File: src/hdl/lcdseq_pkg.sv
// Shared types, constants and sequencing functions for the character LCD nibble sequencer.
// Used by lcdseq_front, lcdseq_queue, lcdseq_back and the top level.
// Depends on nothing else.
package lcdseq_pkg;

  // Request codes carried in the input item's kind field.
  typedef enum logic [2:0] {
    REQ_TICK   = 3'd0,
    REQ_INIT   = 3'd1,
    REQ_CMD    = 3'd2,
    REQ_DATA   = 3'd3,
    REQ_CURSOR = 3'd4
  } req_e;

  // Classified operation handed from the front part to the back part.
  typedef enum logic [1:0] {
    OP_TICK = 2'd0,
    OP_INIT = 2'd1,
    OP_BYTE = 2'd2,
    OP_NOP  = 2'd3
  } op_kind_e;

  typedef struct packed {
    op_kind_e    kind;
    logic [7:0]  value;
    logic        sel;
  } op_t;

  // Result status codes.
  typedef enum logic [1:0] {
    ST_OK       = 2'd0,
    ST_INACTIVE = 2'd1,
    ST_BUSY     = 2'd2
  } status_e;

  // Configuration register indexes.
  typedef enum logic [1:0] {
    CFG_PHASE_TICKS   = 2'd0,
    CFG_SETTLE_TICKS  = 2'd1,
    CFG_POWERUP_TICKS = 2'd2
  } cfg_idx_e;

  // Sequencer phases: H is the high nibble, L the low nibble, R a raw init nibble.
  typedef enum logic [3:0] {
    PH_IDLE    = 4'd0,
    PH_POWERUP = 4'd1,
    PH_H_LO1   = 4'd2,
    PH_H_HI    = 4'd3,
    PH_H_LO2   = 4'd4,
    PH_L_LO1   = 4'd5,
    PH_L_HI    = 4'd6,
    PH_L_LO2   = 4'd7,
    PH_R_LO1   = 4'd8,
    PH_R_HI    = 4'd9,
    PH_R_LO2   = 4'd10,
    PH_SETTLE  = 4'd11
  } phase_e;

  typedef struct packed {
    logic [7:0] phase_ticks;
    logic [9:0] settle_ticks;
    logic [9:0] powerup_ticks;
  } cfg_t;

  // Sequencer context that moves from phase to phase.
  typedef struct packed {
    phase_e     phase;
    logic [7:0] pending;
    logic       sel;
    logic [3:0] nibble;
    logic [3:0] step;
  } seq_t;

  localparam logic [7:0]  CursorBase   = 8'h80;
  localparam logic [4:0]  CursorCols   = 5'd16;
  localparam logic [7:0]  PhaseTicksRst   = 8'd1;
  localparam logic [9:0]  SettleTicksRst  = 10'd10;
  localparam logic [9:0]  PowerupTicksRst = 10'd100;
  localparam logic [3:0]  InitNibble   = 4'd3;
  localparam logic [3:0]  ModeNibble   = 4'd2;
  localparam logic [3:0]  StepLastRaw  = 4'd4;
  localparam logic [3:0]  StepFirstCmd = 4'd6;

  // DDRAM address offset of each display row.
  function automatic logic [7:0] row_offset(logic [1:0] row);
    logic [7:0] off;
    case (row)
      2'd0:    off = 8'h00;
      2'd1:    off = 8'h40;
      2'd2:    off = 8'h60;
      default: off = 8'h20;
    endcase
    return off;
  endfunction

  // Commands sent at the end of the init sequence.
  function automatic logic [7:0] init_cmd(logic [2:0] idx);
    logic [7:0] cmd;
    case (idx)
      3'd0:    cmd = 8'h28;
      3'd1:    cmd = 8'h08;
      3'd2:    cmd = 8'h01;
      3'd3:    cmd = 8'h06;
      3'd4:    cmd = 8'h0C;
      default: cmd = 8'h28;
    endcase
    return cmd;
  endfunction

  // Length of a phase in ticks; a pulse phase never lasts less than one tick.
  function automatic logic [9:0] phase_len(phase_e ph, cfg_t cfg);
    logic [9:0] len;
    case (ph)
      PH_IDLE:    len = '0;
      PH_POWERUP: len = cfg.powerup_ticks;
      PH_SETTLE:  len = cfg.settle_ticks;
      default:    len = (cfg.phase_ticks == '0) ? 10'd1 : {2'b00, cfg.phase_ticks};
    endcase
    return len;
  endfunction

  // Successor of the current phase, with its effect on the pins and init step.
  function automatic seq_t next_phase(seq_t s);
    seq_t       n;
    logic [3:0] st;
    logic [3:0] idx;
    n   = s;
    st  = s.step + 4'd1;
    idx = st - StepFirstCmd;
    case (s.phase)
      PH_POWERUP: begin
        n.step   = 4'd1;
        n.sel    = 1'b0;
        n.nibble = InitNibble;
        n.phase  = PH_R_LO1;
      end
      PH_R_LO1: n.phase = PH_R_HI;
      PH_R_HI:  n.phase = PH_R_LO2;
      PH_R_LO2: begin
        if (s.step == StepLastRaw) begin
          n.step   = st;
          n.nibble = ModeNibble;
          n.phase  = PH_R_LO1;
        end else begin
          n.phase = PH_SETTLE;
        end
      end
      PH_H_LO1: n.phase = PH_H_HI;
      PH_H_HI:  n.phase = PH_H_LO2;
      PH_H_LO2: begin
        n.nibble = s.pending[3:0];
        n.phase  = PH_L_LO1;
      end
      PH_L_LO1: n.phase = PH_L_HI;
      PH_L_HI:  n.phase = PH_L_LO2;
      PH_L_LO2: n.phase = s.sel ? PH_IDLE : PH_SETTLE;
      PH_SETTLE: begin
        if (s.step inside {[4'd1:4'd3]}) begin
          n.step   = st;
          n.nibble = InitNibble;
          n.phase  = PH_R_LO1;
        end else if (s.step inside {[4'd5:4'd9]}) begin
          n.step    = st;
          n.pending = init_cmd(idx[2:0]);
          n.sel     = 1'b0;
          n.nibble  = n.pending[7:4];
          n.phase   = PH_H_LO1;
        end else begin
          n.step  = '0;
          n.phase = PH_IDLE;
        end
      end
      default: n.phase = PH_IDLE;
    endcase
    return n;
  endfunction

  // Entering a phase skips it at once if it has no length; only the power-up and
  // settle phases can be empty, and neither is followed by another empty phase.
  function automatic seq_t enter_phase(seq_t s, cfg_t cfg);
    seq_t n;
    n = s;
    if (s.phase != PH_IDLE && phase_len(s.phase, cfg) == '0) begin
      n = next_phase(s);
    end
    return n;
  endfunction

endpackage

File: src/hdl/lcdseq_front.sv
// Front part of the LCD sequencer: accepts request items and classifies them.
// Uses lcdseq_pkg; feeds lcdseq_queue.
module lcdseq_front (
  input  logic              s_valid_i,
  output logic              s_ready_o,
  input  logic [15:0]       s_data_i,   // [7:0] byte_value, [12:8] column, [14:13] row
  input  logic [2:0]        s_user_i,   // [2:0] req_type
  input  logic              q_ready_i,
  output logic              push_o,
  output lcdseq_pkg::op_t   op_o
);

  logic [7:0] byte_value;
  logic [4:0] column;
  logic [1:0] row;

  assign byte_value = s_data_i[7:0];
  assign column     = s_data_i[12:8];
  assign row        = s_data_i[14:13];

  // Items flow straight into the queue whenever it has room.
  assign s_ready_o = q_ready_i;
  assign push_o    = s_valid_i & q_ready_i;

  // Classify the request; undefined request codes count as ticks.
  always_comb begin
    op_o.kind  = lcdseq_pkg::OP_TICK;
    op_o.value = byte_value;
    op_o.sel   = 1'b0;
    case (s_user_i)
      lcdseq_pkg::REQ_TICK: op_o.kind = lcdseq_pkg::OP_TICK;
      lcdseq_pkg::REQ_INIT: op_o.kind = lcdseq_pkg::OP_INIT;
      lcdseq_pkg::REQ_CMD:  op_o.kind = lcdseq_pkg::OP_BYTE;
      lcdseq_pkg::REQ_DATA: begin
        op_o.kind = lcdseq_pkg::OP_BYTE;
        op_o.sel  = 1'b1;
      end
      lcdseq_pkg::REQ_CURSOR: begin
        // Columns beyond the display send nothing.
        if (column < lcdseq_pkg::CursorCols) begin
          op_o.kind  = lcdseq_pkg::OP_BYTE;
          op_o.value = lcdseq_pkg::CursorBase | {4'b0000, column[3:0]}
                       | lcdseq_pkg::row_offset(row);
        end else begin
          op_o.kind = lcdseq_pkg::OP_NOP;
        end
      end
      default: op_o.kind = lcdseq_pkg::OP_TICK;
    endcase
  end

endmodule

File: src/hdl/lcdseq_queue.sv
// Short queue of classified operations between the front and back parts.
// Uses lcdseq_pkg for the operation type.
module lcdseq_queue #(
  parameter int Depth = 2
) (
  input  logic              clk_i,
  input  logic              rst_ni,
  input  logic              push_i,
  input  lcdseq_pkg::op_t   op_i,
  output logic              ready_o,
  input  logic              pop_i,
  output logic              valid_o,
  output lcdseq_pkg::op_t   op_o
);

  localparam int PtrW = $clog2(Depth);
  localparam int CntW = $clog2(Depth + 1);

  lcdseq_pkg::op_t  mem_q [Depth];
  logic [PtrW-1:0]  wr_ptr_q, wr_ptr_d;
  logic [PtrW-1:0]  rd_ptr_q, rd_ptr_d;
  logic [CntW-1:0]  count_q, count_d;
  logic             do_push, do_pop;

  assign ready_o = (count_q != CntW'(Depth));
  assign valid_o = (count_q != '0);
  assign op_o    = mem_q[rd_ptr_q];
  assign do_push = push_i & ready_o;
  assign do_pop  = pop_i & valid_o;

  // Pointer and fill count update.
  always_comb begin
    wr_ptr_d = wr_ptr_q;
    rd_ptr_d = rd_ptr_q;
    count_d  = count_q;
    if (do_push) begin
      wr_ptr_d = (wr_ptr_q == PtrW'(Depth - 1)) ? '0 : wr_ptr_q + 1'b1;
    end
    if (do_pop) begin
      rd_ptr_d = (rd_ptr_q == PtrW'(Depth - 1)) ? '0 : rd_ptr_q + 1'b1;
    end
    if (do_push && !do_pop) begin
      count_d = count_q + 1'b1;
    end else if (do_pop && !do_push) begin
      count_d = count_q - 1'b1;
    end
  end

  always_ff @(posedge clk_i or negedge rst_ni) begin
    if (!rst_ni) begin
      wr_ptr_q <= '0;
      rd_ptr_q <= '0;
      count_q  <= '0;
    end else begin
      wr_ptr_q <= wr_ptr_d;
      rd_ptr_q <= rd_ptr_d;
      count_q  <= count_d;
    end
  end

  // Entry storage needs no reset.
  always_ff @(posedge clk_i) begin
    if (do_push) begin
      mem_q[wr_ptr_q] <= op_i;
    end
  end

endmodule

File: src/hdl/lcdseq_back.sv
// Back part of the LCD sequencer: phase sequencer, tick counter, configuration
// registers and the result output register. Uses lcdseq_pkg.
module lcdseq_back (
  input  logic              clk_i,
  input  logic              rst_ni,
  input  logic              cfg_we_i,
  input  logic [1:0]        cfg_index_i,
  input  logic [9:0]        cfg_data_i,
  input  logic              op_valid_i,
  input  lcdseq_pkg::op_t   op_i,
  output logic              pop_o,
  output logic              m_valid_o,
  input  logic              m_ready_i,
  output logic [15:0]       m_data_o
);

  lcdseq_pkg::cfg_t     cfg_q;
  lcdseq_pkg::seq_t     seq_q, seq_d;
  logic [9:0]           wait_q, wait_d;
  logic                 active_q, active_d;
  logic                 out_valid_q, out_valid_d;
  logic [15:0]          out_data_q, out_data_d;
  logic [9:0]           wait_dec;
  logic                 busy;
  logic                 enable_lvl;
  lcdseq_pkg::status_e  status;

  // A new operation is taken whenever the output register is free or being emptied.
  assign pop_o     = op_valid_i & (~out_valid_q | m_ready_i);
  assign busy      = (seq_q.phase != lcdseq_pkg::PH_IDLE);
  assign wait_dec  = (wait_q != '0) ? wait_q - 10'd1 : wait_q;
  assign m_valid_o = out_valid_q;
  assign m_data_o  = out_data_q;

  // Configuration registers.
  always_ff @(posedge clk_i or negedge rst_ni) begin
    if (!rst_ni) begin
      cfg_q.phase_ticks   <= lcdseq_pkg::PhaseTicksRst;
      cfg_q.settle_ticks  <= lcdseq_pkg::SettleTicksRst;
      cfg_q.powerup_ticks <= lcdseq_pkg::PowerupTicksRst;
    end else if (cfg_we_i) begin
      case (cfg_index_i)
        lcdseq_pkg::CFG_PHASE_TICKS:   cfg_q.phase_ticks   <= cfg_data_i[7:0];
        lcdseq_pkg::CFG_SETTLE_TICKS:  cfg_q.settle_ticks  <= cfg_data_i;
        lcdseq_pkg::CFG_POWERUP_TICKS: cfg_q.powerup_ticks <= cfg_data_i;
        default: ;
      endcase
    end
  end

  // Sequencer step for one operation.
  always_comb begin
    seq_d    = seq_q;
    wait_d   = wait_q;
    active_d = active_q;
    status   = lcdseq_pkg::ST_OK;
    if (pop_o) begin
      case (op_i.kind)
        lcdseq_pkg::OP_TICK: begin
          // Time only moves on ticks; an expired phase hands over to the next.
          if (busy) begin
            wait_d = wait_dec;
            if (wait_dec == '0) begin
              seq_d  = lcdseq_pkg::enter_phase(lcdseq_pkg::next_phase(seq_q), cfg_q);
              wait_d = lcdseq_pkg::phase_len(seq_d.phase, cfg_q);
            end
          end
        end
        lcdseq_pkg::OP_INIT: begin
          if (busy) begin
            status = lcdseq_pkg::ST_BUSY;
          end else begin
            active_d     = 1'b1;
            seq_d.sel    = 1'b0;
            seq_d.nibble = '0;
            seq_d.step   = '0;
            seq_d.phase  = lcdseq_pkg::PH_POWERUP;
            seq_d        = lcdseq_pkg::enter_phase(seq_d, cfg_q);
            wait_d       = lcdseq_pkg::phase_len(seq_d.phase, cfg_q);
          end
        end
        lcdseq_pkg::OP_BYTE: begin
          if (busy) begin
            status = lcdseq_pkg::ST_BUSY;
          end else if (!active_q) begin
            status = lcdseq_pkg::ST_INACTIVE;
          end else begin
            seq_d.step    = '0;
            seq_d.pending = op_i.value;
            seq_d.sel     = op_i.sel;
            seq_d.nibble  = op_i.value[7:4];
            seq_d.phase   = lcdseq_pkg::PH_H_LO1;
            wait_d        = lcdseq_pkg::phase_len(lcdseq_pkg::PH_H_LO1, cfg_q);
          end
        end
        default: begin
          // A cursor request off the display sends nothing.
          if (busy) begin
            status = lcdseq_pkg::ST_BUSY;
          end else if (!active_q) begin
            status = lcdseq_pkg::ST_INACTIVE;
          end
        end
      endcase
    end
  end

  // Enable is high only in the middle phase of each pulse.
  always_comb begin
    case (seq_d.phase)
      lcdseq_pkg::PH_H_HI, lcdseq_pkg::PH_L_HI, lcdseq_pkg::PH_R_HI: enable_lvl = 1'b1;
      default: enable_lvl = 1'b0;
    endcase
  end

  // Output register: loaded on each taken operation, cleared when emptied.
  always_comb begin
    out_valid_d = out_valid_q;
    out_data_d  = out_data_q;
    if (pop_o) begin
      out_valid_d = 1'b1;
      out_data_d  = {6'b000000, active_d, status,
                     (seq_d.phase != lcdseq_pkg::PH_IDLE),
                     seq_d.nibble, seq_d.sel, enable_lvl};
    end else if (m_ready_i) begin
      out_valid_d = 1'b0;
    end
  end

  always_ff @(posedge clk_i or negedge rst_ni) begin
    if (!rst_ni) begin
      seq_q.phase   <= lcdseq_pkg::PH_IDLE;
      seq_q.pending <= '0;
      seq_q.sel     <= 1'b0;
      seq_q.nibble  <= '0;
      seq_q.step    <= '0;
      wait_q        <= '0;
      active_q      <= 1'b0;
      out_valid_q   <= 1'b0;
    end else begin
      seq_q       <= seq_d;
      wait_q      <= wait_d;
      active_q    <= active_d;
      out_valid_q <= out_valid_d;
    end
  end

  always_ff @(posedge clk_i) begin
    out_data_q <= out_data_d;
  end

  // A running phase always has ticks left to count.
  a_wait_live: assert property (@(posedge clk_i) disable iff (!rst_ni)
    (seq_q.phase != lcdseq_pkg::PH_IDLE) |-> (wait_q != '0))
    else $error("running phase with an empty tick count");

  // The init step is cleared whenever the sequencer is idle.
  a_step_idle: assert property (@(posedge clk_i) disable iff (!rst_ni)
    (seq_q.phase == lcdseq_pkg::PH_IDLE) |-> (seq_q.step == '0))
    else $error("init step left over while idle");

  // A request refused while busy leaves the sequence untouched.
  a_busy_reject: assert property (@(posedge clk_i) disable iff (!rst_ni)
    (pop_o && op_i.kind != lcdseq_pkg::OP_TICK && busy)
    |=> ($stable(seq_q) && $stable(wait_q)))
    else $error("rejected request disturbed the sequence");

  // Once initialised the display stays active.
  a_active_holds: assert property (@(posedge clk_i) disable iff (!rst_ni)
    active_q |=> active_q)
    else $error("active flag dropped");

endmodule

File: src/hdl/char_lcd_nibble_write_sequencer_core.sv
// Character LCD nibble write sequencer, top level: front, queue and back part.
// Depends on lcdseq_pkg, lcdseq_front, lcdseq_queue and lcdseq_back.
//
// The block turns tick, init, command, data and cursor requests into the enable,
// register-select and data-nibble levels of a character LCD on a 4-bit bus, and
// returns one result item for every request item. It takes one item per clock
// cycle while the result stream is not held back: the back part's sequencer
// handles any item combinationally, and each result is registered first in the
// queue and then in the output register. Display timing is counted in tick items,
// not clock cycles: each enable phase lasts phase_ticks ticks (at least one),
// settle waits settle_ticks and the power-up wait powerup_ticks. Requests other
// than ticks made while a sequence runs are refused with the busy status.
module char_lcd_nibble_write_sequencer_core #(
  parameter int QueueDepth = 2
) (
  input  logic        clk_i,
  input  logic        rst_ni,
  // Configuration write port
  input  logic        cfg_we_i,
  input  logic [1:0]  cfg_index_i,
  input  logic [9:0]  cfg_data_i,
  // Request stream
  input  logic        s_axis_tvalid,
  output logic        s_axis_tready,
  input  logic [15:0] s_axis_tdata,   // [7:0] byte_value, [12:8] column, [14:13] row
  input  logic [2:0]  s_axis_tuser,   // [2:0] req_type
  // Result stream
  output logic        m_axis_tvalid,
  input  logic        m_axis_tready,
  output logic [15:0] m_axis_tdata    // [0] lcd_en, [1] select_pin, [5:2] data_nibble,
                                      // [6] busy_res, [8:7] status, [9] active
);

  logic             push;
  logic             q_ready;
  logic             q_valid;
  logic             pop;
  lcdseq_pkg::op_t  front_op;
  lcdseq_pkg::op_t  queue_op;

  // Accept and classify requests.
  lcdseq_front u_front (
    .s_valid_i (s_axis_tvalid),
    .s_ready_o (s_axis_tready),
    .s_data_i  (s_axis_tdata),
    .s_user_i  (s_axis_tuser),
    .q_ready_i (q_ready),
    .push_o    (push),
    .op_o      (front_op)
  );

  // Decouple the two sides.
  lcdseq_queue #(
    .Depth (QueueDepth)
  ) u_queue (
    .clk_i   (clk_i),
    .rst_ni  (rst_ni),
    .push_i  (push),
    .op_i    (front_op),
    .ready_o (q_ready),
    .pop_i   (pop),
    .valid_o (q_valid),
    .op_o    (queue_op)
  );

  // Run the pin sequence and deliver results.
  lcdseq_back u_back (
    .clk_i       (clk_i),
    .rst_ni      (rst_ni),
    .cfg_we_i    (cfg_we_i),
    .cfg_index_i (cfg_index_i),
    .cfg_data_i  (cfg_data_i),
    .op_valid_i  (q_valid),
    .op_i        (queue_op),
    .pop_o       (pop),
    .m_valid_o   (m_axis_tvalid),
    .m_ready_i   (m_axis_tready),
    .m_data_o    (m_axis_tdata)
  );

endmodule
File: config.mk
export PLATFORM = sky130hd
export DESIGN_NAME = char_lcd_nibble_write_sequencer_core
export DESIGN_NICKNAME = d
export VERILOG_FILES = /design/src/hdl/lcdseq_pkg.sv /design/src/hdl/lcdseq_front.sv /design/src/hdl/lcdseq_queue.sv /design/src/hdl/lcdseq_back.sv /design/src/hdl/char_lcd_nibble_write_sequencer_core.sv
export SDC_FILE = /design/constraint.sdc
export NUM_CORES = 1
export LEC_CHECK = 0
export BUFFER_PORTS_ARGS = -buffer_cell sky130_fd_sc_hd__buf_4
export CORE_MARGIN = 8
export CORE_UTILIZATION = 55
export DETAILED_ROUTE_END_ITERATION = 10
export GPL_ROUTABILITY_DRIVEN = 0
export GPL_TIMING_DRIVEN = 0
export PLACE_DENSITY_LB_ADDON = 0.12
export RECOVER_POWER = 25
export SYNTH_ARGS = -nofsm -noshare
export SYNTH_HDL_FRONTEND = slang
export SYNTH_HIERARCHICAL = 1
export SYNTH_SLANG_ARGS = --single-unit
File: constraint.sdc
create_clock -name clk_i -period 10.6 [get_ports clk_i]
set_clock_uncertainty 0.15 [all_clocks]
set_input_delay 0.53 -clock clk_i [delete_from_list [all_inputs] [get_ports clk_i]]
set_output_delay 0.53 -clock clk_i [all_outputs]
set_load 0.05 [all_outputs]
==> results of run 1 <==
## critical path, stage by stage (launching register included)
cell and delay, ns:
dfrtp_1 0.57, inv_1 0.15, ha_1 0.21, buf_2 0.18, xnor2_1 0.16, o211ai_1 0.33, nor2_1 0.07, a2111oi_0 1.04
ha_1 0.42, nor2_1 0.08, mux2_4 0.29, or3_1 0.30, buf_2 0.17, or4b_1 0.52, a32o_1 0.27, mux2_4 0.25
## placed cells by master (no fill, tap or decap), types with 8 or more instances in the layout
master,instances
a21oi_1,51
buf_4,52
clkbuf_1,22
clkbuf_8,10
dfrtp_1,55
edfxtp_1,32
ha_1,19
inv_1,17
mux2_2,50
nand2_1,58
nand2b_1,9
nand3_1,8
nor2_1,52
nor3_1,11
nor4_1,10
o21ai_0,24
o31ai_1,9
xnor2_1,9
xor2_1,9
## report_power, final
group          total, µW  switching (µW)  leakage [µW]  internal (µW)
combinational        931             586       0.00158            345
sequential           592            90.6       0.00104            501
clock                231             135      0.000100           95.9
## metrics by stage
| step | instance area [µm²] | power, µW | std cells |
|---|---|---|---|
| 6_report | 6680 | 1750 | 818 |
| 5_1_grt | 6680 | 1880 | 818 |
| 4_1_cts | 6690 | 1750 | 818 |
| 3_5_place_dp | 6500 | 1510 | 802 |
| 3_3_place_gp | 6500 | 1490 | 802 |
| 2_1_floorplan | 5980 | 1270 | 616 |
## layout make-up
cell class	count	area (µm²)	share of cell area
Buffer	36	173	0.0258
Clock buffer	10	138	0.0206
Clock inverter	6	56.3	0.00843
Inverter	18	67.6	0.0101
Multi-Input combinational cell	469	3240	0.485
Sequential cell	93	2490	0.373
Tap cell	140	175	0.0262
Timing Repair Buffer	46	338	0.0506
## layer usage
| metal | wire (µm) | share of wire |
|---|---|---|
| met1 | 7020 | 0.47 |
| met2 | 6670 | 0.45 |
| met3 | 979 | 0.066 |
| met4 | 150 | 0.010 |
| met5 | 0 | 0 |
## kinds of logic after synthesis
kind of cell	count (synthesis)	share of synthesized area
buffers and inverters	54	0.0403
adders and majority gates	19	0.0399
AOI/OAI and AO/OA	162	0.183
and+or+nand+nor	209	0.186
muxes	55	0.105
other	1	0.000630
xor gates and xnor gates	18	0.0265
DFF	93	0.419
## state kept, by name (all words and copies together), names as in the netlist
signal,count
u_queue/count_q,2
u_back/active_q,1
u_back/m_data_o,10
u_back/seq_q,17
u_back/wait_q,10
u_back/m_valid_o,1
u_queue/mem_q,22
u_back/cfg_q,28
u_queue/rd_ptr_q,1
u_queue/wr_ptr_q,1
## path summary, 6_finish.rpt
kind	cells past startpoint	end	slack, ns
worst max-delay path	15	u_back/seq_q[12]$_DFFE_PN0P_	5.34
worst min-delay path	2	u_back/cfg_q[19]$_DFFE_PN0P_	0.25
worst max register to register	15	u_back/seq_q[12]$_DFFE_PN0P_	5.34
worst min register to register	1	u_queue/wr_ptr_q$_DFFE_PN0P_	0.35
max in group asynchronous	1	u_back/wait_q[4]$_DFFE_PN0P_	7.25
min in group asynchronous	1	u_back/seq_q[12]$_DFFE_PN0P_	1.14
==> results.toml, run 1 <==
[clock_network]
clk_latency_ns = 0.37
tritoncts = "yes"
numCtsBuffers = 9
clk_path_buf_depth = 2
hold_buffers = 0
cts_num_sinks = 93
htreeDepth = 3
clkTransAtPathRegs_ns = 0.11
cts-root-buf = "clkbuf_8"
cts_resized = 0
postCtsSetupRepairBufs = 0

[critical_path]
crit-reg2reg-launch = "u_back/seq_q[0]$_DFFE_PN0P_"
crit_start = "u_back/seq_q[0]$_DFFE_PN0P_"
cp-start-kind = "flop"
crit_arrival_ns = 5.38
cp-end-kind = "flop"
critPathMaxFanout = 11
critPathKind = "flop to flop"
crit_required_ns = 10.71

[drt]
drt_pass1_iterations = 5
drt-total-wl_mm = 14.8
antenna_left = 0
drc = 0
vias_per_cell = 6.10
detail_route.wl_per_cell_um = 18.1
drt_iter0_drc = 465
vias = 4992

[sta]
setup_tns_ns = 0
timing.max_slew.rel_slack = -1.25
final.min_clock_period_ns = 5.26
finalSetupViolations = 0
tightest_slew_ns = 3.38
fmax_mhz = 190
finalCritPeriodShare = 0.497
timing.final.ws_setup_ns = 5.34
slew_viol_final = 62
finalHoldViolations = 0
hold_ws_ns = 0.248
rsz0062_at_grt = "false"

[power_and_ir_drop]
ir_worst_vdd_mv = 0.198
leakage_uw = 0.00272
power_density_nw_per_um2 = 262

[final_layout]
areaGrowthSynthToFinish_pct = 12.2
antennaDiodeCount = 0
fill_cells = 904
postLayoutCoreUtil = 0.625
fin_nets = 728
final_layout_size_suffix_gt1_frac = 0.217

[grt]
use_met3 = 0.0409
antenna_found_initial = 0
grt_max_degree = 62
grt_pass1_wl_mm = 24.5
gr-total-overflow = 0
grt_usage = 0.209
use_met2 = 0.320
grt_pass1_vias = 4878
grtUsageMet1 = 0.294
grt_most_used_layer = "met2"

[synthesis]
synth_cell_type_count = 84
synth_edf_count = 32
synth_top_area_frac = 0.231
async_reset_ff_frac = 0.656
synth-main-ff-cell = "dfrtp_1"
yosys_warnings = 6
synth.largest_area_cell = "dfrtp_1"
synth_seq_cells = 93
synth.most_common_cell = "nand2_1"
synth_area_um2 = 5960
yosys-top-cells-count = "nand2_1, dfrtp_1, nor2_1"
netlist_instances = 611
ys_seq_area_frac = 0.419
synth_area_per_cell_um2 = 9.75
synth.area.top_cells = "dfrtp_1, edfxtp_1, mux2_2"

[status]
status = "finished, violations left"
violations = "max-capacitance violations, max-slew violations"

[floorplan]
ios = 54
die_area_um2 = 14400
initial_core_util = 0.557
die_y_um = 120
rows = 38
die_width_um = 120
design.core.area_um2 = 10700

[min_path]
hp-start = "cfg_data_i[9]"
min_path_type = "input pin to flop"

[placement]
portBuffers = 46
dp.final_hpwl_mm = 11.1
place_ws_ns = 5.46

[flow_run]
cap_violations = 1
Power figures use the tool's default switching activity.
==> inputs of run 2 (changes only) <==
- clock period: 10.6 -> 5.45 ns (I/O delays scaled with it)
==> run 2 against run 1 <==
  * The run still ends with max-capacitance violations, max-slew violations left
  * Final area increased by 0.82%
  * Total power increased by 94%
  * Worst hold slack got worse by 0.23 ns
  * Non-clock buffer count increased by 9
  * Worst setup slack worse by 4.9 ns
==> results.toml, run 2 (synthesized netlist as in run 1, its figures left out) <==
[status]
status = "finished, violations left"
violations = "max-capacitance violations, max-slew violations"

[clock_network]
cts-root-buf = "clkbuf_8"
htreeDepth = 3
numCtsBuffers = 9
postCtsSetupRepairBufs = 0
clk_latency_ns = 0.37
tritoncts = "yes"
cts_num_sinks = 93
clk_path_buf_depth = 2
clkTransAtPathRegs_ns = 0.11

[power_and_ir_drop]
power_density_nw_per_um2 = 506
pwr-share-seq = 0.337
leakage_uw = 0.00273
cell_internal_pwr_uw = 1830
clkPwrFrac = 0.131
ir_worst_vdd_mv = 0.368
switching_share = 0.463
p_comb_frac = 0.532
p_switching_uw = 1580
p_total_uw = 3410

[drt]
vias_per_cell = 6.12
drc = 0
vias = 5061
drt_pass1_iterations = 5
drt_iter0_drc = 450
drt-total-wl_mm = 14.9
detail_route.wl_per_cell_um = 18.0
antenna_left = 0

[grt]
grt_pass1_wl_mm = 24.6
antenna_found_initial = 0
grt_usage = 0.211
grt_max_degree = 62
grt_pass1_vias = 4931
gr-total-overflow = 0

[sta]
finalCritPeriodShare = 0.922
final.min_clock_period_ns = 5.03
slew_viol_final = 71
fmax_mhz = 199
finalHoldViolations = 0
tightest_slew_ns = 3.37
setup_tns_ns = 0
timing.max_slew.rel_slack = -1.25
rsz0062_at_grt = "false"
finalSetupViolations = 0

[final_layout]
final_cell_mix = "nand2_1, dfrtp_1, nor2_1"
antennaDiodeCount = 0
regMostFlops = "u_back/cfg_q"
layout_commonest_cell = "nand2_1"
regArea_um2 = 2490
largest_reg_flops = 28
fill_cells = 901
areaGrowthSynthToFinish_pct = 13.1
fin_nets = 737
multi_input_area_um2 = 3220
reg_top3 = "u_back/cfg_q: 28 flops, u_queue/mem_q: 22 flops, u_back/seq_q: 17 flops"
final_layout_size_suffix_gt1_frac = 0.205

[min_path]
min_path_type = "input pin to flop"

[critical_path]
slowest_stage = "a2111oi_1"
critPathKind = "flop to flop"
max_stage_delay_ns = 0.80
cp-end-kind = "flop"
critPathMaxFanout = 11
crit_arrival_ns = 5.14
crit_required_ns = 5.57
cp-start-kind = "flop"
worstPathCellList = "inv_1 -> ha_1 -> buf_2 -> xnor2_1 -> o211ai_1 -> nor2_1 -> a2111oi_1 -> ha_1 -> nor2_1 -> mux2_4 -> or3_1 -> buf_2 -> or4b_1 -> a32o_1 -> mux2_4"

[floorplan]
die_width_um = 120
initial_core_util = 0.557
die_area_um2 = 14400
design.core.area_um2 = 10700
die_y_um = 120
ios = 54
rows = 38

[flow_run]
cap_violations = 2

[placement]
dp.final_hpwl_mm = 11.1
portBuffers = 46
run 2: timing repair:
action | 4_1_cts | 5_1_grt
gates resized for setup | 0 | 1
hold buffers | 9 | 0
endpoints found under the setup margin | 0 | 1
endpoints found under the hold margin | 77 | 0
run 2: cell type report:
cell class	instances	area share
inverter	18	0.0100
clock buffer	10	0.0204
tap	140	0.0260
clock inverter	6	0.00836
timing repair buffer	55	0.0618
buffer	36	0.0256
sequential	93	0.370
multi-input combinational	469	0.477
run 2: metal layers:
layer  share of wire  track usage  wire [µm]
met1            0.47        0.295       7070
met2            0.45        0.324       6690
met5               0            0          0
met4           0.011       0.0625        167
met3           0.067       0.0409        995
run 2: power by group through the flow:
stage | Clock (µW) | Combinational, µW | Sequential [µW]
floorplan | 0 | 1230 | 1230
global placement | 0 | 1750 | 1150
detailed placement | 0 | 1780 | 1160
CTS | 461 | 1790 | 1150
global route | 485 | 2000 | 1170
finish | 447 | 1810 | 1150
run 2: critical path, delay by kind of cell (launching register included):
| kind | cells | cell delay (ns) |
|---|---|---|
| AOI/OAI and AO/OA | 3 | 1.40 |
| adders and majority gates | 2 | 0.60 |
| muxes | 2 | 0.54 |
| and+or+nand+nor | 4 | 0.99 |
| xor gates and xnor gates | 1 | 0.16 |
| buffers and inverters | 3 | 0.50 |
| DFF | 1 | 0.58 |
run 2: stage by stage:
step	instances	worst slack (ns)	util	cell area, µm²	hold WS (ns)
after global routing	827	0.0977	0.630	6740	0.00954
final	827	0.424	0.630	6740	0.0212
after global placement	802	0.368	0.607	6500	0.254
after floorplan	616	1.01	-	5980	-0.173
after detailed placement	802	0.313	0.607	6500	0.257
after CTS	827	0.295	0.634	6780	0.00588
run 2: worst paths after layout:
path | to | slack, ns | startpoint | cells past startpoint
min reg2reg | u_queue/wr_ptr_q$_DFFE_PN0P_ | 0.35 | u_queue/wr_ptr_q$_DFFE_PN0P_ | 1
min in group asynchronous | u_back/seq_q[12]$_DFFE_PN0P_ | 1.43 | rst_ni | 2
max | u_back/seq_q[12]$_DFFE_PN0P_ | 0.42 | u_back/seq_q[0]$_DFFE_PN0P_ | 15
min | u_back/cfg_q[21]$_DFFE_PN0P_ | 0.02 | cfg_data_i[1] | 2
max in group asynchronous | u_back/wait_q[4]$_DFFE_PN0P_ | 1.82 | rst_ni | 2
max reg2reg | u_back/seq_q[12]$_DFFE_PN0P_ | 0.42 | u_back/seq_q[0]$_DFFE_PN0P_ | 15
